===== config.mk =====
export PLATFORM = sky130hd
export DESIGN_NAME = escaped_string_decoder_flat
export DESIGN_NICKNAME = d
export VERILOG_FILES = /design/src/rtl/core/esd_pkg.sv /design/src/rtl/core/esd_req_if.sv /design/src/rtl/core/esd_rsp_if.sv /design/src/rtl/core/escaped_string_decoder.sv /design/src/rtl/core/esd_csr.sv /design/src/rtl/core/esd_decode.sv /design/src/rtl/core/esd_out.sv /design/src/flat_wrapper.sv
export SDC_FILE = /design/constraint.sdc
export NUM_CORES = 1
export LEC_CHECK = 0
export ABC_AREA = 1
export BUFFER_PORTS_ARGS = -buffer_cell sky130_fd_sc_hd__buf_2
export CAP_MARGIN = 5
export CORE_MARGIN = 1.5
export CORE_UTILIZATION = 55
export DETAILED_ROUTE_END_ITERATION = 16
export PLACE_DENSITY_LB_ADDON = 0.05
export SYNTH_ARGS = -nofsm -noshare
export SYNTH_HDL_FRONTEND = slang
export SYNTH_SLANG_ARGS = --single-unit
export TNS_END_PERCENT = 1

===== constraint.sdc =====
create_clock -name clock -period 5.01 [get_ports clock]
set_clock_uncertainty 0.1 [all_clocks]
set_input_delay 0.2505 -clock clock [delete_from_list [all_inputs] [get_ports clock]]
set_output_delay 0.2505 -clock clock [all_outputs]
set_load 0.005 [all_outputs]

===== src/rtl/core/esd_pkg.sv =====
`timescale 1ns / 1ps
// Shared types, constants and helpers for the escaped string decoder.
// No dependencies; every file of the block but the two interfaces uses this package.
package esd_pkg;

   localparam int LENGTH_BITS_DEF = 16;
   localparam int CSR_ADDR_W      = 3;
   localparam int CSR_DATA_W      = 32;

   // register indexes (byte address / 4)
   localparam logic [0:0] REG_QUOTE_CHAR = 1'b0;
   localparam logic [7:0] QUOTE_RESET    = 8'h22;

   localparam logic [7:0] CHAR_BSLASH = 8'h5C;
   localparam logic [7:0] CHAR_X      = 8'h78;
   localparam logic [7:0] CHAR_U      = 8'h75;
   localparam logic [7:0] CHAR_T      = 8'h74;
   localparam logic [7:0] CHAR_R      = 8'h72;
   localparam logic [7:0] CHAR_N      = 8'h6E;
   localparam logic [7:0] CHAR_0      = 8'h30;
   localparam logic [7:0] CHAR_9      = 8'h39;
   localparam logic [7:0] CHAR_LA     = 8'h61;
   localparam logic [7:0] CHAR_LF     = 8'h66;
   localparam logic [7:0] CHAR_UA     = 8'h41;
   localparam logic [7:0] CHAR_UF     = 8'h46;
   localparam logic [7:0] CTRL_TAB    = 8'h09;
   localparam logic [7:0] CTRL_CR     = 8'h0D;
   localparam logic [7:0] CTRL_LF     = 8'h0A;

   localparam logic [15:0] UTF8_MAX1  = 16'h007F;
   localparam logic [15:0] UTF8_MAX2  = 16'h07FF;
   localparam logic [7:0]  UTF8_LEAD2 = 8'hC0;
   localparam logic [7:0]  UTF8_LEAD3 = 8'hE0;
   localparam logic [7:0]  UTF8_CONT  = 8'h80;

   typedef enum logic [2:0] {
      MODE_IDLE  = 3'd0,
      MODE_PLAIN = 3'd1,
      MODE_ESC   = 3'd2,
      MODE_HEX   = 3'd3,
      MODE_UNI   = 3'd4
   } mode_type;

   typedef enum logic [1:0] {
      KIND_DATA = 2'd0,
      KIND_END  = 2'd1,
      KIND_ERR  = 2'd2
   } kind_type;

   typedef struct packed {
      logic [7:0]  out_byte;
      kind_type    result_kind;
      logic [15:0] decoded_length;
      logic        last_of_run;
   } result_type;

   // up to three results caused by one request, slot 0 first
   typedef struct packed {
      logic                  load;
      result_type [2:0]      res;
   } bundle_type;

   typedef struct packed {
      logic free;
   } status_type;

   typedef struct packed {
      logic       valid;
      logic [3:0] value;
   } hex_type;

   function automatic hex_type hex_digit(input logic [7:0] b);
      hex_type h;
      h = '0;
      if (b >= CHAR_0 && b <= CHAR_9) begin
         h.valid = 1'b1;
         h.value = 4'(b - CHAR_0);
      end else if (b >= CHAR_LA && b <= CHAR_LF) begin
         h.valid = 1'b1;
         h.value = 4'(b - CHAR_LA + 8'd10);
      end else if (b >= CHAR_UA && b <= CHAR_UF) begin
         h.valid = 1'b1;
         h.value = 4'(b - CHAR_UA + 8'd10);
      end
      return h;
   endfunction

endpackage


===== src/rtl/core/esd_req_if.sv =====
`timescale 1ns / 1ps
// Request channel of the escaped string decoder: one raw byte per transfer.
// No dependencies.
interface esd_req_if;
   logic       valid;
   logic       ready;
   logic [7:0] in_byte;

   modport source (output valid, output in_byte, input ready);
   modport sink   (input valid, input in_byte, output ready);
endinterface


===== src/rtl/core/esd_rsp_if.sv =====
`timescale 1ns / 1ps
// Result channel of the escaped string decoder.
// No dependencies.
interface esd_rsp_if;
   logic        valid;
   logic        ready;
   logic [7:0]  out_byte;
   logic [1:0]  result_kind;
   logic [15:0] decoded_length;
   logic        last_of_run;

   modport source (output valid, output out_byte, output result_kind,
                   output decoded_length, output last_of_run, input ready);
   modport sink   (input valid, input out_byte, input result_kind,
                   input decoded_length, input last_of_run, output ready);
endinterface


===== src/rtl/core/escaped_string_decoder.sv =====
`timescale 1ns / 1ps
// Escaped string decoder: takes one raw byte of a quoted literal per request
// and returns decoded bytes, an end-of-string result with the saturating length,
// or an error on a bad hex digit. Each request is held in a request register,
// decoded in one pass and its results (up to three, for a \u escape encoded as
// UTF-8) placed in a result register. A new request is taken every cycle while
// the result side is ready and each request gives at most one result; a request
// giving several results holds the result port until the last is taken, so the
// single result port sets the rate. quote_char sits at byte address 0.
// Depends on esd_pkg, esd_req_if, esd_rsp_if, esd_csr, esd_decode and esd_out.
module escaped_string_decoder #(
   parameter int LENGTH_BITS = esd_pkg::LENGTH_BITS_DEF
) (
   input  logic                              clock,
   input  logic                              reset,
   esd_req_if.sink                           req_ch,
   esd_rsp_if.source                         rsp_ch,
   input  logic                              csr_psel,
   input  logic                              csr_penable,
   input  logic                              csr_pwrite,
   input  logic [esd_pkg::CSR_ADDR_W-1:0]    csr_paddr,
   input  logic [esd_pkg::CSR_DATA_W-1:0]    csr_pwdata,
   output logic [esd_pkg::CSR_DATA_W-1:0]    csr_prdata,
   output logic                              csr_pready
);

   logic [7:0]           quote_char;
   esd_pkg::bundle_type  bundle;
   esd_pkg::status_type  out_status;

   esd_csr u_csr (
      .clock       (clock),
      .reset       (reset),
      .csr_psel    (csr_psel),
      .csr_penable (csr_penable),
      .csr_pwrite  (csr_pwrite),
      .csr_paddr   (csr_paddr),
      .csr_pwdata  (csr_pwdata),
      .csr_prdata  (csr_prdata),
      .csr_pready  (csr_pready),
      .quote_char  (quote_char)
   );

   esd_decode #(
      .LENGTH_BITS (LENGTH_BITS)
   ) u_decode (
      .clock      (clock),
      .reset      (reset),
      .req_ch     (req_ch),
      .quote_char (quote_char),
      .out_status (out_status),
      .bundle     (bundle)
   );

   esd_out u_out (
      .clock      (clock),
      .reset      (reset),
      .bundle     (bundle),
      .out_status (out_status),
      .rsp_ch     (rsp_ch)
   );

   // end and error results always stand alone
   a_single_end: assert property (@(posedge clock) disable iff (reset)
      rsp_ch.valid && (rsp_ch.result_kind == esd_pkg::KIND_END ||
                       rsp_ch.result_kind == esd_pkg::KIND_ERR) |-> rsp_ch.last_of_run)
      else $error("end or error result not last of its run");

   // the rest of a run follows with no gap
   a_run_follows: assert property (@(posedge clock) disable iff (reset)
      rsp_ch.valid && rsp_ch.ready && !rsp_ch.last_of_run |=> rsp_ch.valid)
      else $error("gap inside a run of results");

   // requests stall only behind a pending result
   a_stall_cause: assert property (@(posedge clock) disable iff (reset)
      !req_ch.ready |-> rsp_ch.valid)
      else $error("request stalled with result register empty");

endmodule


===== src/rtl/core/esd_csr.sv =====
`timescale 1ns / 1ps
// APB-style register file of the decoder: holds quote_char.
// Depends on esd_pkg.
module esd_csr (
   input  logic                              clock,
   input  logic                              reset,
   input  logic                              csr_psel,
   input  logic                              csr_penable,
   input  logic                              csr_pwrite,
   input  logic [esd_pkg::CSR_ADDR_W-1:0]    csr_paddr,
   input  logic [esd_pkg::CSR_DATA_W-1:0]    csr_pwdata,
   output logic [esd_pkg::CSR_DATA_W-1:0]    csr_prdata,
   output logic                              csr_pready,
   output logic [7:0]                        quote_char
);

   logic [7:0] quote_ff;
   logic [7:0] quote_in;
   logic       hit;

   assign hit = (csr_paddr[2] == esd_pkg::REG_QUOTE_CHAR);

   always_comb begin
      quote_in = quote_ff;
      if (csr_psel && csr_penable && csr_pwrite && hit) begin
         quote_in = csr_pwdata[7:0];
      end
   end

   always_ff @(posedge clock) begin
      if (reset) begin
         quote_ff <= esd_pkg::QUOTE_RESET;
      end else begin
         quote_ff <= quote_in;
      end
   end

   assign csr_pready = 1'b1;
   assign csr_prdata = hit ? {(esd_pkg::CSR_DATA_W - 8)'(0), quote_ff} : '0;
   assign quote_char = quote_ff;

endmodule


===== src/rtl/core/esd_decode.sv =====
`timescale 1ns / 1ps
// Request register, decode state and the single-pass decoder that turns one
// byte into up to three results. Depends on esd_pkg and esd_req_if.
module esd_decode #(
   parameter int LENGTH_BITS = esd_pkg::LENGTH_BITS_DEF
) (
   input  logic                    clock,
   input  logic                    reset,
   esd_req_if.sink                 req_ch,
   input  logic [7:0]              quote_char,
   input  esd_pkg::status_type     out_status,
   output esd_pkg::bundle_type     bundle
);

   localparam logic [LENGTH_BITS-1:0] LenMax = '1;
   localparam int ShowW = (LENGTH_BITS > 16) ? LENGTH_BITS : 16;

   function automatic logic [LENGTH_BITS-1:0] sat_inc(input logic [LENGTH_BITS-1:0] x);
      return (x == LenMax) ? x : x + 1'b1;
   endfunction

   function automatic logic [15:0] shown(input logic [LENGTH_BITS-1:0] x);
      logic [ShowW-1:0] ext;
      ext = ShowW'(x);
      return (ext > ShowW'(16'hFFFF)) ? 16'hFFFF : ext[15:0];
   endfunction

   logic                    in_valid_ff, in_valid_in;
   logic [7:0]              in_byte_ff, in_byte_in;
   esd_pkg::mode_type       mode_ff, mode_in;
   logic [1:0]              digits_ff, digits_in;
   logic [15:0]             acc_ff, acc_in;
   logic [LENGTH_BITS-1:0]  len_ff, len_in;

   logic [LENGTH_BITS-1:0]  l1, l2, l3;
   logic [LENGTH_BITS-1:0]  len_calc;
   logic [15:0]             acc_new;
   esd_pkg::hex_type        hex;
   esd_pkg::mode_type       mode_calc;
   logic [1:0]              digits_calc;
   logic [15:0]             acc_calc;
   logic [1:0]              n;
   logic [7:0]              rb [3];
   esd_pkg::kind_type       kind0;
   logic [15:0]             len0;
   logic                    advance;
   logic [7:0]              b;

   assign b       = in_byte_ff;
   assign hex     = esd_pkg::hex_digit(b);
   assign acc_new = {acc_ff[11:0], hex.value};
   assign l1      = sat_inc(len_ff);
   assign l2      = sat_inc(l1);
   assign l3      = sat_inc(l2);

   always_comb begin
      mode_calc   = mode_ff;
      digits_calc = digits_ff;
      acc_calc    = acc_ff;
      n           = 2'd0;
      rb[0]       = 8'h00;
      rb[1]       = 8'h00;
      rb[2]       = 8'h00;
      kind0       = esd_pkg::KIND_DATA;
      len0        = shown(l1);
      unique case (mode_ff)
         esd_pkg::MODE_PLAIN: begin
            if (b == quote_char) begin
               n         = 2'd1;
               kind0     = esd_pkg::KIND_END;
               len0      = shown(len_ff);
               mode_calc = esd_pkg::MODE_IDLE;
            end else if (b == esd_pkg::CHAR_BSLASH) begin
               mode_calc = esd_pkg::MODE_ESC;
            end else begin
               n     = 2'd1;
               rb[0] = b;
            end
         end
         esd_pkg::MODE_ESC: begin
            if (b == esd_pkg::CHAR_X || b == esd_pkg::CHAR_U) begin
               mode_calc   = (b == esd_pkg::CHAR_X) ? esd_pkg::MODE_HEX : esd_pkg::MODE_UNI;
               digits_calc = 2'd0;
               acc_calc    = 16'h0000;
            end else begin
               n = 2'd1;
               if (b == esd_pkg::CHAR_T) begin
                  rb[0] = esd_pkg::CTRL_TAB;
               end else if (b == esd_pkg::CHAR_R) begin
                  rb[0] = esd_pkg::CTRL_CR;
               end else if (b == esd_pkg::CHAR_N) begin
                  rb[0] = esd_pkg::CTRL_LF;
               end else begin
                  rb[0] = b;
               end
               mode_calc = esd_pkg::MODE_PLAIN;
            end
         end
         esd_pkg::MODE_HEX, esd_pkg::MODE_UNI: begin
            if (!hex.valid) begin
               n           = 2'd1;
               kind0       = esd_pkg::KIND_ERR;
               len0        = shown(len_ff);
               mode_calc   = esd_pkg::MODE_IDLE;
               digits_calc = 2'd0;
               acc_calc    = 16'h0000;
            end else begin
               acc_calc = acc_new;
               if (mode_ff == esd_pkg::MODE_HEX && digits_ff >= 2'd1) begin
                  n           = 2'd1;
                  rb[0]       = acc_new[7:0];
                  mode_calc   = esd_pkg::MODE_PLAIN;
                  digits_calc = 2'd0;
               end else if (mode_ff == esd_pkg::MODE_UNI && digits_ff == 2'd3) begin
                  // encode the code point as UTF-8
                  if (acc_new <= esd_pkg::UTF8_MAX1) begin
                     n     = 2'd1;
                     rb[0] = acc_new[7:0];
                  end else if (acc_new <= esd_pkg::UTF8_MAX2) begin
                     n     = 2'd2;
                     rb[0] = esd_pkg::UTF8_LEAD2 | acc_new[13:6];
                     rb[1] = esd_pkg::UTF8_CONT | {2'b00, acc_new[5:0]};
                  end else begin
                     n     = 2'd3;
                     rb[0] = esd_pkg::UTF8_LEAD3 | {4'h0, acc_new[15:12]};
                     rb[1] = esd_pkg::UTF8_CONT | {2'b00, acc_new[11:6]};
                     rb[2] = esd_pkg::UTF8_CONT | {2'b00, acc_new[5:0]};
                  end
                  mode_calc   = esd_pkg::MODE_PLAIN;
                  digits_calc = 2'd0;
               end else begin
                  digits_calc = digits_ff + 2'd1;
               end
            end
         end
         default: begin
            // opening byte: skip it and start a fresh string
            mode_calc   = esd_pkg::MODE_PLAIN;
            digits_calc = 2'd0;
            acc_calc    = 16'h0000;
         end
      endcase
   end

   always_comb begin
      len_calc = len_ff;
      if (mode_ff != esd_pkg::MODE_PLAIN && mode_ff != esd_pkg::MODE_ESC &&
          mode_ff != esd_pkg::MODE_HEX && mode_ff != esd_pkg::MODE_UNI) begin
         len_calc = '0;
      end else if (kind0 == esd_pkg::KIND_DATA) begin
         case (n)
            2'd1:    len_calc = l1;
            2'd2:    len_calc = l2;
            2'd3:    len_calc = l3;
            default: len_calc = len_ff;
         endcase
      end
   end

   // requests without results never wait for the result side
   assign advance      = in_valid_ff && (n == 2'd0 || out_status.free);
   assign req_ch.ready = !in_valid_ff || advance;

   always_comb begin
      in_valid_in = in_valid_ff;
      in_byte_in  = in_byte_ff;
      if (req_ch.valid && req_ch.ready) begin
         in_valid_in = 1'b1;
         in_byte_in  = req_ch.in_byte;
      end else if (advance) begin
         in_valid_in = 1'b0;
      end
   end

   always_comb begin
      mode_in   = mode_ff;
      digits_in = digits_ff;
      acc_in    = acc_ff;
      len_in    = len_ff;
      if (advance) begin
         mode_in   = mode_calc;
         digits_in = digits_calc;
         acc_in    = acc_calc;
         len_in    = len_calc;
      end
   end

   always_ff @(posedge clock) begin
      if (reset) begin
         in_valid_ff <= 1'b0;
         mode_ff     <= esd_pkg::MODE_IDLE;
         digits_ff   <= 2'd0;
         acc_ff      <= 16'h0000;
         len_ff      <= '0;
      end else begin
         in_valid_ff <= in_valid_in;
         mode_ff     <= mode_in;
         digits_ff   <= digits_in;
         acc_ff      <= acc_in;
         len_ff      <= len_in;
      end
   end

   always_ff @(posedge clock) begin
      in_byte_ff <= in_byte_in;
   end

   always_comb begin
      bundle.load                      = advance && (n != 2'd0);
      bundle.res[0].out_byte           = rb[0];
      bundle.res[0].result_kind        = kind0;
      bundle.res[0].decoded_length     = len0;
      bundle.res[0].last_of_run        = (n == 2'd1);
      bundle.res[1].out_byte           = rb[1];
      bundle.res[1].result_kind        = esd_pkg::KIND_DATA;
      bundle.res[1].decoded_length     = shown(l2);
      bundle.res[1].last_of_run        = (n == 2'd2);
      bundle.res[2].out_byte           = rb[2];
      bundle.res[2].result_kind        = esd_pkg::KIND_DATA;
      bundle.res[2].decoded_length     = shown(l3);
      bundle.res[2].last_of_run        = (n == 2'd3);
   end

endmodule


===== src/rtl/core/esd_out.sv =====
`timescale 1ns / 1ps
// Result register: holds the results of one request and hands them out in
// order, one per transfer. Depends on esd_pkg and esd_rsp_if.
module esd_out (
   input  logic                 clock,
   input  logic                 reset,
   input  esd_pkg::bundle_type  bundle,
   output esd_pkg::status_type  out_status,
   esd_rsp_if.source            rsp_ch
);

   esd_pkg::result_type [2:0] res_ff;
   esd_pkg::result_type [2:0] res_in;
   logic                      valid_ff, valid_in;
   logic [1:0]                idx_ff, idx_in;
   esd_pkg::result_type       cur;
   logic                      take;
   logic                      last_take;

   assign cur       = res_ff[idx_ff];
   assign take      = valid_ff && rsp_ch.ready;
   assign last_take = take && cur.last_of_run;

   assign out_status.free = !valid_ff || last_take;

   always_comb begin
      valid_in = valid_ff;
      idx_in   = idx_ff;
      res_in   = res_ff;
      if (bundle.load) begin
         valid_in = 1'b1;
         idx_in   = 2'd0;
         res_in   = bundle.res;
      end else if (last_take) begin
         valid_in = 1'b0;
      end else if (take) begin
         idx_in = idx_ff + 2'd1;
      end
   end

   always_ff @(posedge clock) begin
      if (reset) begin
         valid_ff <= 1'b0;
         idx_ff   <= 2'd0;
      end else begin
         valid_ff <= valid_in;
         idx_ff   <= idx_in;
      end
   end

   always_ff @(posedge clock) begin
      res_ff <= res_in;
   end

   assign rsp_ch.valid          = valid_ff;
   assign rsp_ch.out_byte       = cur.out_byte;
   assign rsp_ch.result_kind    = cur.result_kind;
   assign rsp_ch.decoded_length = cur.decoded_length;
   assign rsp_ch.last_of_run    = cur.last_of_run;

endmodule


===== src/flat_wrapper.sv =====
// flat-port wrapper written by rule: the top's interface ports become plain ports
module escaped_string_decoder_flat 
#(
   parameter int LENGTH_BITS = esd_pkg::LENGTH_BITS_DEF
)
  (clock, reset, csr_psel, csr_penable, csr_pwrite, csr_paddr, csr_pwdata, csr_prdata, csr_pready, req_ch_valid, req_ch_in_byte, req_ch_ready, rsp_ch_valid, rsp_ch_out_byte, rsp_ch_result_kind, rsp_ch_decoded_length, rsp_ch_last_of_run, rsp_ch_ready);
  esd_req_if req_ch_i ();
  esd_rsp_if rsp_ch_i ();
  input  logic clock;
  input  logic reset;
  input  logic csr_psel;
  input  logic csr_penable;
  input  logic csr_pwrite;
  input  logic [esd_pkg::CSR_ADDR_W-1:0] csr_paddr;
  input  logic [esd_pkg::CSR_DATA_W-1:0] csr_pwdata;
  output logic [esd_pkg::CSR_DATA_W-1:0] csr_prdata;
  output logic csr_pready;
  input wire logic [$bits(req_ch_i.valid)-1:0] req_ch_valid;
  input wire logic [$bits(req_ch_i.in_byte)-1:0] req_ch_in_byte;
  output wire logic [$bits(req_ch_i.ready)-1:0] req_ch_ready;
  output wire logic [$bits(rsp_ch_i.valid)-1:0] rsp_ch_valid;
  output wire logic [$bits(rsp_ch_i.out_byte)-1:0] rsp_ch_out_byte;
  output wire logic [$bits(rsp_ch_i.result_kind)-1:0] rsp_ch_result_kind;
  output wire logic [$bits(rsp_ch_i.decoded_length)-1:0] rsp_ch_decoded_length;
  output wire logic [$bits(rsp_ch_i.last_of_run)-1:0] rsp_ch_last_of_run;
  input wire logic [$bits(rsp_ch_i.ready)-1:0] rsp_ch_ready;
  assign req_ch_i.valid = req_ch_valid;
  assign req_ch_i.in_byte = req_ch_in_byte;
  assign req_ch_ready = req_ch_i.ready;
  assign rsp_ch_valid = rsp_ch_i.valid;
  assign rsp_ch_out_byte = rsp_ch_i.out_byte;
  assign rsp_ch_result_kind = rsp_ch_i.result_kind;
  assign rsp_ch_decoded_length = rsp_ch_i.decoded_length;
  assign rsp_ch_last_of_run = rsp_ch_i.last_of_run;
  assign rsp_ch_i.ready = rsp_ch_ready;
  escaped_string_decoder #(.LENGTH_BITS(LENGTH_BITS)) u_core (.clock(clock), .reset(reset), .req_ch(req_ch_i), .rsp_ch(rsp_ch_i), .csr_psel(csr_psel), .csr_penable(csr_penable), .csr_pwrite(csr_pwrite), .csr_paddr(csr_paddr), .csr_pwdata(csr_pwdata), .csr_prdata(csr_prdata), .csr_pready(csr_pready));
endmodule

==> results of run 1 <==
-- critical path, cell delays in order, from the launching register on --
cell and delay (ns):
sky130_fd_sc_hd__dfxtp_1 0.46, sky130_fd_sc_hd__ha_1 0.29, sky130_fd_sc_hd__inv_1 0.11, sky130_fd_sc_hd__nor2_4 0.19, sky130_fd_sc_hd__nand2_4 0.10, sky130_fd_sc_hd__o21bai_1 0.24
sky130_fd_sc_hd__nand2_1 0.16, sky130_fd_sc_hd__inv_1 0.11, sky130_fd_sc_hd__ha_1 0.28, sky130_fd_sc_hd__nand3_4 0.13, sky130_fd_sc_hd__nor2_4 0.22, sky130_fd_sc_hd__nand3_4 0.27
sky130_fd_sc_hd__nand2_1 0.13, sky130_fd_sc_hd__nand2_1 0.16, sky130_fd_sc_hd__ha_1 0.26, sky130_fd_sc_hd__nand2_1 0.06, sky130_fd_sc_hd__inv_1 0.08, sky130_fd_sc_hd__nand3_4 0.12
sky130_fd_sc_hd__nor2_4 0.07, sky130_fd_sc_hd__nand2_4 0.22, sky130_fd_sc_hd__o21ai_1 0.19, sky130_fd_sc_hd__nand2_1 0.09, sky130_fd_sc_hd__nand2_1 0.08, sky130_fd_sc_hd__nand2_1 0.08
sky130_fd_sc_hd__a21oi_1 0.06
-- cell usage after synthesis, types with 8 or more instances --
| cell | number | area, sq um |
|---|---|---|
| sky130_fd_sc_hd__o21ai_0 | 55 | 275.3 |
| sky130_fd_sc_hd__nor3_1 | 13 | 65.06 |
| sky130_fd_sc_hd__nand2_2 | 25 | 156.4 |
| sky130_fd_sc_hd__ha_1 | 12 | 150.1 |
| sky130_fd_sc_hd__nand2_1 | 242 | 908.4 |
| sky130_fd_sc_hd__dfxtp_1 | 45 | 900.9 |
| sky130_fd_sc_hd__clkbuf_1 | 36 | 135.1 |
| sky130_fd_sc_hd__inv_1 | 120 | 450.4 |
| sky130_fd_sc_hd__nand3_1 | 84 | 420.4 |
| sky130_fd_sc_hd__nand2_4 | 8 | 90.09 |
| sky130_fd_sc_hd__nor2_4 | 8 | 90.09 |
| sky130_fd_sc_hd__a21oi_1 | 75 | 375.4 |
| sky130_fd_sc_hd__edfxtp_1 | 83 | 2492 |
| sky130_fd_sc_hd__o31ai_1 | 23 | 172.7 |
| sky130_fd_sc_hd__nand4_1 | 23 | 143.9 |
| sky130_fd_sc_hd__nor2_1 | 135 | 506.7 |
| sky130_fd_sc_hd__buf_4 | 25 | 187.7 |
-- logic make-up (layout without fill, tap and decap cells) --
group | after synthesis | after routing | share of synthesized area (%)
AOI/OAI and AO/OA | 196 | 196 | 13.79
xor gates and xnor gates | 10 | 10 | 1.061
adders and majority gates | 12 | 12 | 1.818
buffers and inverters | 190 | 243 | 10.08
DFF | 128 | 128 | 41.09
other | 2 | 25 | 0.09094
and+or+nand+nor | 571 | 571 | 32.08
-- area by class of cell --
class / count / area [sq um]
Sequential cell: 128 / 3393
Clock inverter: 13 / 185.2
Inverter: 124 / 465.4
Multi-Input combinational cell: 814 / 4125
Tap cell: 184 / 230.2
Clock buffer: 19 / 442.9
Timing Repair Buffer: 87 / 560.5
Fill cell: 1311 / 5186
-- sequential cells by signal, indices dropped and copies added (netlist names) --
register                     flops
u_core.u_out.res_ff             75
u_core.u_decode.acc_ff          12
u_core.u_decode.len_ff          16
u_core.u_decode.digits_ff        2
u_core.u_decode.in_valid_ff      1
u_core.u_out.rsp_ch.valid        1
u_core.u_decode.b                8
u_core.u_csr.quote_char          8
u_core.u_out.idx_ff              2
u_core.u_decode.mode_ff          3
-- metrics by stage --
step | total power [mW] | setup slack, ns | instances
3_5_place_dp | 1.437 | 0.6532 | 1324
2_1_floorplan | 1.369 | 0.6664 | 1132
6_report | 2.740 | 0.5864 | 1369
5_1_grt | 2.832 | 0.1766 | 1369
3_3_place_gp | 1.435 | 0.7133 | 1324
4_1_cts | 2.752 | 0.6247 | 1369
-- worst max path at each step --
stage | from | endpoint | slack (ns)
after floorplan | u_core.u_decode.b[0] | u_core.u_out.res_ff[0] | 0.67
after global placement | u_core.u_decode.len_ff[0] | u_core.u_decode.len_ff[2] | 0.71
after detailed placement | u_core.u_decode.len_ff[0] | u_core.u_decode.len_ff[2] | 0.65
after CTS | u_core.u_decode.len_ff[0] | u_core.u_decode.len_ff[2] | 0.62
after global routing | u_core.u_decode.len_ff[0] | u_core.u_decode.len_ff[2] | 0.18
final | u_core.u_decode.len_ff[0] | u_core.u_decode.len_ff[2] | 0.59
-- per-layer routing --
metal	part of all wire, %	up-vias	track usage, %
li1	-	3790	-
met1	51	3398	45.06
met2	40	293	37.76
met3	8.3	16	5.263
met4	0.80	0	6.818
met5	0	-	0
-- timing repair --
action | in CTS | in global routing
setup endpoints to repair | 0 | 0
endpoints found under the hold margin | 13 | 0
hold buffers | 13 | 0
-- power breakdown --
part	internal (mW)	switching (mW)
Combinational	0.0765	0.159
Sequential	1.17	0.0235
Clock	0.844	0.468
Total	2.09	0.651
==> summary.md, run 1 <==
| Metric | Value |
|---|---|
| Path class of the lowest-slack min-delay path | `primary input to flop` |
| Clock edge transition at the registers on the reported setup and hold paths | `~0.06 ns` |
| Pin count of the biggest net entering global routing | `between 50 and 60` |
| Commonest non-fill, non-tap cells in the layout | `242 x sky130_fd_sc_hd__nand2_1, 135 x sky130_fd_sc_hd__nor2_1, 119 x sky130_fd_sc_hd__inv_1` |
| Number of synthesized flops with an enable pin | `83` |
| Area of all placed cells without fillers | `approximately 0.0094 sq mm` |
| Post-DP HPWL | `around 16 mm` |
| Detailed Route Iter0 Violations | `673` |
| Post-DR wirelength/cell | `between 15 and 20 um` |
| Setup slack, reg-to-reg | `roughly 0.59 ns` |
| Critical path required time | `about 5.2 ns` |
| WHS Endpoint | `u_core.u_csr.quote_char[2]` |
| Placed Instance Area | `0.008645 sq mm` |
| Worst hold slack across all endpoints | `around 0.0096 ns` |
| Post-detailed-route via-to-cell ratio | `5.476` |
| Antenna diode instance count | `0` |
| CORE AREA | `0.01459 sq mm` |
| Outcome | `finished clean` |
| Sum of negative setup slack | `0 ns` |
| Layout net count | `around 1200` |
| Number of pins exceeding their max-slew limit in the final report | `0` |
| Synth Warn # | `0` |
| Vias in the first global route | `6484` |
| DR pass1 iterations | `5` |
| Post-Route Utilization | `about 64%` |
| Cell area after synthesis | `slightly above 0.008 sq mm` |
| Proportion of synthesized chip area in sequential cells | `between 40% and 50%` |
| Die extent in x | `125.5 um` |
| Quantity of I/O buffers inserted on ports | `60` |
| Endpoint type of the worst setup path | `flop` |
| Post-cts gate resize count | `0` |
| Layout Area Growth over Synthesis | `13.86%` |
| Number of buffers added by the clock tree synthesis step | `17` |
| Critical path data arrival time | `around 4.6 ns` |
| RSZ-0062 raised after global routing | `false` |
| Number of vias after detailed routing | `about 7500` |
| Total Die Area | `0.01576 sq mm` |
| Tcrit/Tclk final | `88.30%` |
| Proportion of layout cells with a drive suffix above 1 | `around 15%` |
| Total leakage power | `between 3 and 4 nW` |
| Max Clk Rate | `between 0.2 and 0.25 GHz` |
| Worst voltage drop across the vdd grid | `about 0.24 mV` |
| Number of different library cells in the post-synthesis netlist | `48` |
| Count of cells along the worst hold path | `3` |
| Height of the chip | `~130 um` |
| Most instantiated flip-flop cell in the synthesis netlist | `sky130_fd_sc_hd__edfxtp_1` |
| Antenna Nets Post-Route | `0` |
| Number of buffers added for setup after CTS | `0` |
| Total congestion overflow after global routing | `0` |
| Synth Area per Inst | `7.446 sq um` |
| Final critical-path required period | `approximately 4.4 ns` |
| All-Layer GR Usage | `roughly 28%` |
| Initial antenna violation count | `0` |
| CTS tree | `built` |
| Number of flip-flops and latches in the synthesized netlist | `between 100 and 150` |
| Rel. slew slack | `a little over two fifths` |
| Worst reg2reg path endpoint | `u_core.u_decode.len_ff[2]` |
| Reg-to-Reg Start | `u_core.u_decode.len_ff[0]` |
| Cell at the root of the clock tree | `sky130_fd_sc_hd__clkbuf_16` |
| Final RePlAce weighted congestion | `0.9104` |
| Initial core utilization | `between 50% and 60%` |
| Type of origin of the critical path | `flop` |
| Wire length of the first global-routing pass | `34.62 mm` |
| Total routed wirelength | `approximately 21 mm` |
| Highest fanout seen on the critical path | `18` |
| Total of max-cap violations | `0` |
| Total I/O pin count | `roughly 110` |
| Row count | `44` |
| Hold path start | `csr_pwdata[2]` |
| Worst setup path class | `flop to flop` |
| Worst Tran Pin Value | `around 0.84 ns` |
| Most common library cell in the layout ignoring fill and taps | `sky130_fd_sc_hd__nand2_1` |
| Number of buffers on the longest clock path | `2` |
| Depth of the worst register-to-register path | `24` |
| H-tree depth reported by CTS | `4` |
| Worst skew pair latency | `approximately 0.43 ns` |
| Power density relative to cell area | `just under 300 mW/mm^2` |
| Share of synthesized registers carrying an async set or reset | `0%` |
| Final-report hold violation count | `0` |
| Final setup viols | `0` |
| Number of remaining DRC errors | `0` |
| Post-Synthesis Cells | `~1100` |
| Number of sinks handled by clock tree synthesis | `approximately 130` |
Note: power is estimated with default switching activity, not from simulation.
==> run 2, diff against run 1 <==
BUFFER_PORTS_ARGS = -buffer_cell sky130_fd_sc_hd__buf_4   (was -buffer_cell sky130_fd_sc_hd__buf_2)
clock period = 4.95 ns   (was 5.01 ns; I/O delays follow)
==> run 2 against run 1 <==
Critical path depth did not move. Via count rose by 1.0%. Register-to-register slack got worse by 0.06 ns. Design area rose by 0.90%. Critical path type unchanged. Critical endpoint is now u_core.u_decode.len_ff[13]. Largest cell class unchanged.
==> summary.md, run 2 (synthesis results as in run 1) <==
| Metric | Value |
|---|---|
| Number of buffers added by the clock tree synthesis step | `17 (unchanged)` |
| Switching power of the nets | `0.6393 mW (-1.8%)` |
| Total Die Area | `0.01576 sq mm (unchanged)` |
| Power density relative to cell area | `283.3 mW/mm^2 (-2.8%)` |
| Type of origin of the critical path | `flop` |
| Commonest non-fill, non-tap cells in the layout | `242 x sky130_fd_sc_hd__nand2_1, 135 x sky130_fd_sc_hd__nor2_1, 119 x sky130_fd_sc_hd__inv_1` |
| Endpoint type of the worst setup path | `flop` |
| Final setup viols | `0 (unchanged)` |
| H-tree depth reported by CTS | `4 (unchanged)` |
| Longest individual stage delay on the worst path | `0.46 ns (about the same)` |
| Number of buffers on the longest clock path | `2 (unchanged)` |
| Final critical-path required period | `4.421 ns (-0.002288 ns)` |
| Initial core utilization | `56.60% (unchanged)` |
| Clock edge transition at the registers on the reported setup and hold paths | `0.06 ns (about the same)` |
| Worst Tran Pin Value | `0.7230 ns (-0.1151 ns)` |
| Register ranked first by flip-flop count | `u_core.u_out.res_ff` |
| Die extent in x | `125.5 um (unchanged)` |
| Internal power summed over all cells | `2.049 mW (-1.9%)` |
| Antenna Nets Post-Route | `0 (unchanged)` |
| RSZ-0062 raised after global routing | `false` |
| Tcrit/Tclk final | `89.32% (+1.0 points)` |
| Clock share of power | `45.8% (-2.1 points)` |
| Initial antenna violation count | `0 (unchanged)` |
| Detailed Route Iter0 Violations | `630 (-6.4%)` |
| Top flop regs | `u_core.u_out.res_ff: 75 flops, u_core.u_decode.len_ff: 16 flops, u_core.u_decode.acc_ff: 12 flops` |
| Total I/O pin count | `112 (unchanged)` |
| Total of max-cap violations | `0 (unchanged)` |
| Wire length of the first global-routing pass | `35.00 mm (+1.1%)` |
| Layout Area Growth over Synthesis | `14.89%` |
| Category of cells accounting for the largest share of critical-path delay | `simple AND/OR/NAND/NOR gates` |
| Post-cts gate resize count | `0 (unchanged)` |
| Worst voltage drop across the vdd grid | `0.2403 mV (+0.80%)` |
| Critical path data arrival time | `4.61 ns (about the same)` |
| DR pass1 iterations | `5 (unchanged)` |
| Net switching fraction of the power | `23.78% (+0.029 points)` |
| Rel. slew slack | `50.55% (+6.6 points)` |
| Total congestion overflow after global routing | `0 (unchanged)` |
| Flop pwr share | `44.9% (+1.4 points)` |
| Height of the chip | `125.5 um (unchanged)` |
| Critical-path cell with the highest stage delay | `sky130_fd_sc_hd__dfxtp_1` |
| Vias in the first global route | `6691 (+3.2%)` |
| Row count | `44 (unchanged)` |
| Pin count of the biggest net entering global routing | `51 (unchanged)` |
| All-Layer GR Usage | `27.90% (+0.060 points)` |
| Number of vias after detailed routing | `7575 (+1.0%)` |
| Worst path cell trace | `ha_1 -> inv_1 -> nor2_4 -> nand2_4 -> o21bai_1 -> nand2_1 -> inv_1 -> ha_1 -> nand3_4 -> nor2_4 -> nand3_4 -> nand2_1 -> nand2_1 -> ha_1 -> nand2_1 -> inv_1 -> nand3_4 -> nor2_4 -> nand2_4 -> nand3_1 -> nand2_1 -> nand2_1 -> nand2_1 -> a21oi_1` |
| Layout net count | `1233 (-0.081%)` |
| Post-DP HPWL | `15.68 mm (-0.19%)` |
| Final RePlAce weighted congestion | `0.9148 (+0.48%)` |
| Max Clk Rate | `0.2262 GHz (about the same)` |
| Most repeated library cell on the critical path | `sky130_fd_sc_hd__nand2_1` |
| CTS tree | `built` |
| Post-DR wirelength/cell | `15.52 um (-0.61%)` |
| Proportion of layout cells with a drive suffix above 1 | `14.44% (-0.49 points)` |
| Final-report hold violation count | `0 (unchanged)` |
| Post-detailed-route via-to-cell ratio | `5.537 (+1.1%)` |
| Most common library cell in the layout ignoring fill and taps | `sky130_fd_sc_hd__nand2_1` |
| Number of pins exceeding their max-slew limit in the final report | `0 (unchanged)` |
| Total leakage power | `3.681 nW (+0.80%)` |
| Quantity of I/O buffers inserted on ports | `60 (unchanged)` |
| Highest fanout seen on the critical path | `18 (unchanged)` |
| Path class of the lowest-slack min-delay path | `primary input to flop` |
| Sum of negative setup slack | `0 ns (unchanged)` |
| Largest register FFs | `75 (unchanged)` |
| Worst setup path class | `flop to flop` |
| Critical path required time | `5.14 ns (-0.05 ns)` |
| Number of sinks handled by clock tree synthesis | `128 (unchanged)` |
| Number of buffers and inverters on the critical path | `3 (unchanged)` |
| Count of filler cells inserted in the layout | `1311 (unchanged)` |
| Antenna diode instance count | `0 (unchanged)` |
| Worst skew pair latency | `0.43 ns (about the same)` |
| Cell at the root of the clock tree | `sky130_fd_sc_hd__clkbuf_16` |
| Portion of total power attributed to combinational logic | `9.4% (+0.8 points)` |
| Number of remaining DRC errors | `0 (unchanged)` |
| CORE AREA | `0.01459 sq mm (unchanged)` |
| Post-Route Utilization | `65.03% (+0.58 points)` |
| Outcome | `finished clean` |
| Total routed wirelength | `21.23 mm (-0.68%)` |
[run 2: cell types whose count changed in the layout (fill, tap and decap cells not counted), sizes merged]
cell,change
dlygate4sd3,-1
bufinv,-2
inv,-1
clkbuf,+6
clkinvlp,-3
[run 2: power groups by stage]
stage,combinational (mW),sequential [mW],clock (mW)
4_1_cts,0.250,1.21,1.23
2_1_floorplan,0.166,1.22,0
3_3_place_gp,0.240,1.23,0
6_report,0.252,1.21,1.23
5_1_grt,0.280,1.21,1.28
3_5_place_dp,0.241,1.23,0
[run 2: cell type report]
| class | count | area (sq um) | area share (%) |
|---|---|---|---|
| Multi-Input combinational cell | 814 | 4125 | 43.48 |
| Sequential cell | 128 | 3393 | 35.76 |
| Timing Repair Buffer | 86 | 700.7 | 7.385 |
| Clock buffer | 25 | 485.5 | 5.117 |
| Inverter | 124 | 465.4 | 4.906 |
| Tap cell | 184 | 230.2 | 2.426 |
| Clock inverter | 7 | 87.58 | 0.9231 |
[run 2: worst paths after layout]
path / slack [ns] / to / from / cells after the start
min: 0.008 / u_core.u_csr.quote_char[2] / csr_pwdata[2] / 3
min reg2reg: 0.39 / u_core.u_decode.acc_ff[8] / u_core.u_decode.acc_ff[8] / 2
max reg2reg: 0.53 / u_core.u_decode.len_ff[13] / u_core.u_decode.len_ff[0] / 24
max: 0.53 / u_core.u_decode.len_ff[13] / u_core.u_decode.len_ff[0] / 24
[run 2: worst min-delay path, cell delays in order]
cell,delay (ns)
sky130_fd_sc_hd__buf_4,0.07
sky130_fd_sc_hd__o21ai_0,0.07
sky130_fd_sc_hd__a21oi_1,0.10
[run 2: through the flow]
stage	cells	setup WS, ns	cell area (sq um)	hold WS (ns)	total power [mW]
after global routing	1368	0.1766	9488	0.03289	2.767
after floorplan	1132	0.6064	8344	0.2464	1.385
after global placement	1324	0.6341	8795	0.3265	1.467
final	1368	0.5287	9488	0.008108	2.688
after CTS	1368	0.5781	9488	0.001948	2.689
after detailed placement	1324	0.5921	8795	0.3279	1.469
[run 2: repair_timing]
action / 4_1_cts / 5_1_grt
hold buffers: 12 / 0
setup buffers: 0 / 0
endpoints found under the hold margin: 12 / 0
[run 2: layer usage]
metal / vias to the layer above / GRT usage (%) / wire (um)
met1: 3458 / 43.79 / 10680
met4: 0 / 6.952 / 202
met3: 19 / 5.263 / 1683
met5: - / 0 / 0
li1: 3788 / - / -
met2: 310 / 39.32 / 8668
==> run 3, diff against run 2 <==
ABC_AREA = not set   (was 1)
CORE_UTILIZATION = 35   (was 55)
HOLD_SLACK_MARGIN = 0.08   (was not set)
==> run 3 against run 2 <==
Sequential cell count unchanged. Critical path depth down 5. Worst hold slack better by 0.098 ns. Core utilization down 22 points. Final cell count up 0.95%. First-iteration DRC count up 4.6%. Setup slack worse by 0.23 ns. Fmax down 4.8%. Synthesized area up 1.8%. Largest power group unchanged.
==> summary.md, run 3 <==
| Metric | Value |
|---|---|
| Outcome | `finished clean` |
| Pin count of the biggest net entering global routing | `35 (-31%)` |
| Critical path data arrival time | `4.86 ns (+0.25 ns)` |
| Synth Warn # | `0 (unchanged)` |
| Quantity of I/O buffers inserted on ports | `60 (unchanged)` |
| All-Layer GR Usage | `21.58% (-6.3 points)` |
| Initial antenna violation count | `0 (unchanged)` |
| Max Clk Rate | `0.2152 GHz (-4.8%)` |
| Setup slack, reg-to-reg | `0.30 ns (-0.23 ns)` |
| Non-filler instance count after layout | `1381 (+0.95%)` |
| Cell area after synthesis | `0.008404 sq mm (+1.8%)` |
| Post-detailed-route via-to-cell ratio | `5.471 (-1.2%)` |
| Path class of the lowest-slack min-delay path | `primary input to flop` |
| Worst voltage drop across the vdd grid | `0.1232 mV (-49%)` |
| Number of buffers on the longest clock path | `2 (unchanged)` |
| Layout net count | `1111 (-9.9%)` |
| Final RePlAce weighted congestion | `0.8570 (-6.3%)` |
| Top flop regs | `u_core.u_out.res_ff: 75 flops, u_core.u_decode.len_ff: 16 flops, u_core.u_decode.acc_ff: 12 flops` |
| Type of origin of the critical path | `flop` |
| Antenna Nets Post-Route | `0 (unchanged)` |
| DR pass1 iterations | `5 (unchanged)` |
| Reg-to-Reg Start | `u_core.u_decode.len_ff[0]` |
| Detailed Route Iter0 Violations | `659 (+4.6%)` |
| Worst Tran Pin Value | `1.065 ns (+0.3419 ns)` |
| Count of cells along the worst hold path | `4 (+1)` |
| Power density relative to cell area | `258.2 mW/mm^2 (-8.9%)` |
| Most instantiated cells after synthesis | `102 x sky130_fd_sc_hd__nand2_1, 83 x sky130_fd_sc_hd__edfxtp_1, 72 x sky130_fd_sc_hd__o21ai_0` |
| H-tree depth reported by CTS | `4 (unchanged)` |
| Number of flip-flops and latches in the synthesized netlist | `128 (unchanged)` |
| Area share of the leading cell type in the synthesized netlist | `29.66% (-0.53 points)` |
| Antenna diode instance count | `0 (unchanged)` |
| Initial core utilization | `35.70% (-21 points)` |
| RSZ-0062 raised after global routing | `true` |
| Placed instance count | `1330 (+0.45%)` |
| Total I/O pin count | `112 (unchanged)` |
| Number of pins exceeding their max-slew limit in the final report | `0 (unchanged)` |
| Row count | `56 (+27%)` |
| Post-DP HPWL | `19.29 mm (+23%)` |
| Number of different library cells in the post-synthesis netlist | `92 (+92%)` |
| Vias in the first global route | `6810 (+1.8%)` |
| Total Die Area | `0.02495 sq mm (+58%)` |
| Synth Area per Inst | `8.819 sq um (+18%)` |
| Worst hold slack across all endpoints | `0.1061 ns (+0.09802 ns)` |
| Largest register FFs | `75 (unchanged)` |
| Hold path start | `rsp_ch_ready` |
| CORE AREA | `0.02354 sq mm (+61%)` |
| Layout Area Growth over Synthesis | `21.39%` |
| CTS tree | `built` |
| Number of sinks handled by clock tree synthesis | `128 (unchanged)` |
| Critical path required time | `5.16 ns (+0.02 ns)` |
| Final-report hold violation count | `0 (unchanged)` |
| Cell at the root of the clock tree | `sky130_fd_sc_hd__clkbuf_16` |
| WHS Endpoint | `u_core.u_out.rsp_ch.valid` |
| Clock edge transition at the registers on the reported setup and hold paths | `0.06 ns (about the same)` |
| Largest cells by area after synthesis | `sky130_fd_sc_hd__edfxtp_1 30%, sky130_fd_sc_hd__dfxtp_1 11%, sky130_fd_sc_hd__nand2_1 4.6%, sky130_fd_sc_hd__o21ai_0 4.3%, sky130_fd_sc_hd__a21oi_1 4.0%` |
| Worst setup path class | `flop to flop` |
| Endpoint type of the worst setup path | `flop` |
| Share of synthesized registers carrying an async set or reset | `0% (unchanged)` |
| Worst reg2reg path endpoint | `u_core.u_decode.len_ff[7]` |
| Commonest non-fill, non-tap cells in the layout | `120 x sky130_fd_sc_hd__buf_4, 102 x sky130_fd_sc_hd__nand2_1, 83 x sky130_fd_sc_hd__edfxtp_1` |
| Most instantiated flip-flop cell in the synthesis netlist | `sky130_fd_sc_hd__edfxtp_1` |
| Height of the chip | `158.0 um (+26%)` |
| Number of remaining DRC errors | `0 (unchanged)` |
| Total leakage power | `3.803 nW (+3.3%)` |
| Highest fanout seen on the critical path | `15 (-3)` |
| Final critical-path required period | `4.646 ns (+0.2251 ns)` |
| Total of max-cap violations | `0 (unchanged)` |
| Post-Synthesis Cells | `953 (-14%)` |
| Yosys top cell by area | `sky130_fd_sc_hd__edfxtp_1` |
| Number of vias after detailed routing | `7556 (-0.25%)` |
| Rel. slew slack | `28.74% (-22 points)` |
| Total routed wirelength | `26.30 mm (+24%)` |
| Wire length of the first global-routing pass | `40.59 mm (+16%)` |
| Final setup viols | `0 (unchanged)` |
| Number of synthesized flops with an enable pin | `83 (unchanged)` |
| Number of buffers added by the clock tree synthesis step | `17 (unchanged)` |
| Post-DR wirelength/cell | `19.04 um (+23%)` |
| Tcrit/Tclk final | `93.87% (+4.5 points)` |
| Register ranked first by flip-flop count | `u_core.u_out.res_ff` |
| Most frequent cell after synthesis | `sky130_fd_sc_hd__nand2_1` |
| Proportion of synthesized chip area in sequential cells | `40.38% (-0.72 points)` |
| Die extent in x | `158.0 um (+26%)` |
| Worst skew pair latency | `0.43 ns (about the same)` |
| Most common library cell in the layout ignoring fill and taps | `sky130_fd_sc_hd__buf_4` |
| Total congestion overflow after global routing | `0 (unchanged)` |
| Proportion of layout cells with a drive suffix above 1 | `17.80% (+3.4 points)` |
| Depth of the worst register-to-register path | `19 (-21%)` |
run 3: cell types whose count changed in the layout (fill, tap and decap cells not counted), sizes merged, moves of 10 or more:
cell,delta
nand2,-172
inv,-91
nor2,-81
buf,+50
nand3,-43
mux2i,+32
o31ai,-20
nor2b,+16
nor3,+16
xnor2,+14
and3,+11
nor4,+11
xor2,+11
o21ai,+10
run 3: cell type report:
cell class | instances | area, sq um
Clock buffer | 18 | 429.2
Clock inverter | 14 | 156.4
Fill cell | 2382 | 13340
Inverter | 27 | 101.3
Multi-Input combinational cell | 734 | 4581
Sequential cell | 128 | 3393
Tap cell | 319 | 399.1
Timing Repair Buffer | 141 | 1142
run 3: repair_timing:
action / in CTS / in global routing
resized for setup: 0 / 6
setup endpoints to repair: 0 / 24
hold buffers: 17 / 0
hold endpoints to repair: 17 / 0
setup buffers: 0 / 2
run 3: per-layer routing:
metal	wire (um)	part of all wire (%)	up-vias	track usage, %
li1	-	-	3686	-
met1	14220	54	3565	34.91
met2	10090	38	272	28.84
met3	1653	6.3	33	4.106
met4	329	1.3	0	4.584
met5	0	0	-	0
run 3: how the worst max path moves through the flow:
| stage | startpoint | to | slack, ns |
|---|---|---|---|
| 6_report | u_core.u_decode.len_ff[0] | u_core.u_decode.len_ff[7] | 0.30 |
| 5_1_grt | u_core.u_decode.len_ff[1] | u_core.u_decode.len_ff[9] | -0.02 |
| 4_1_cts | u_core.u_decode.len_ff[0] | u_core.u_decode.len_ff[7] | 0.03 |
| 3_5_place_dp | u_core.u_decode.len_ff[0] | u_core.u_decode.len_ff[7] | 0.04 |
| 3_3_place_gp | u_core.u_decode.len_ff[0] | u_core.u_decode.len_ff[3] | 0.18 |
| 2_1_floorplan | u_core.u_decode.len_ff[1] | u_core.u_out.res_ff[56] | -0.25 |
run 3: kinds of logic (layout without fill, tap and decap cells):
| family | Yosys count | count (layout) | synth area share, % |
|---|---|---|---|
| mux | 35 | 35 | 4.213 |
| xor+xnor | 35 | 35 | 3.647 |
| compound gates | 246 | 246 | 19.03 |
| other cells | 2 | 25 | 0.08936 |
| simple gates | 381 | 381 | 24.04 |
| flops | 128 | 128 | 40.38 |
| buf+inv | 114 | 200 | 6.818 |
| fa+ha+maj | 12 | 12 | 1.786 |
run 3: report_power, final:
group | internal [mW] | switching [mW]
clock | 0.749 | 0.513
combinational | 0.0796 | 0.122
sequential | 1.15 | 0.0172
run 3: stage by stage:
step	total power [mW]	util [%]	worst slack (ns)	instance area [sq um]	TNS [ns]
floorplan	1.316	-	-0.2538	8498	-1.481
global placement	1.383	39.84	0.1807	9379	0
detailed placement	1.382	39.84	0.04074	9379	0
CTS	2.651	43.05	0.02546	10130	0
global route	2.727	43.34	-0.01636	10200	-0.03095
finish	2.635	43.34	0.3036	10200	0
run 3: critical path, cell delays in order (launching register included):
cell	delay, ns
sky130_fd_sc_hd__dfxtp_1	0.33
sky130_fd_sc_hd__ha_1	0.20
sky130_fd_sc_hd__and4_1	0.26
sky130_fd_sc_hd__nand4_1	0.22
sky130_fd_sc_hd__xnor2_1	0.21
sky130_fd_sc_hd__inv_1	0.12
sky130_fd_sc_hd__ha_1	0.19
sky130_fd_sc_hd__o21ai_0	0.10
sky130_fd_sc_hd__a311oi_2	0.24
sky130_fd_sc_hd__and2_4	0.23
sky130_fd_sc_hd__and4_1	0.27
sky130_fd_sc_hd__xnor2_2	0.17
sky130_fd_sc_hd__ha_1	0.21
sky130_fd_sc_hd__inv_1	0.05
sky130_fd_sc_hd__a2111o_1	0.38
sky130_fd_sc_hd__nand4bb_4	0.33
sky130_fd_sc_hd__nand4bb_4	0.26
sky130_fd_sc_hd__buf_6	0.19
sky130_fd_sc_hd__a311o_1	0.26
sky130_fd_sc_hd__a32o_1	0.22
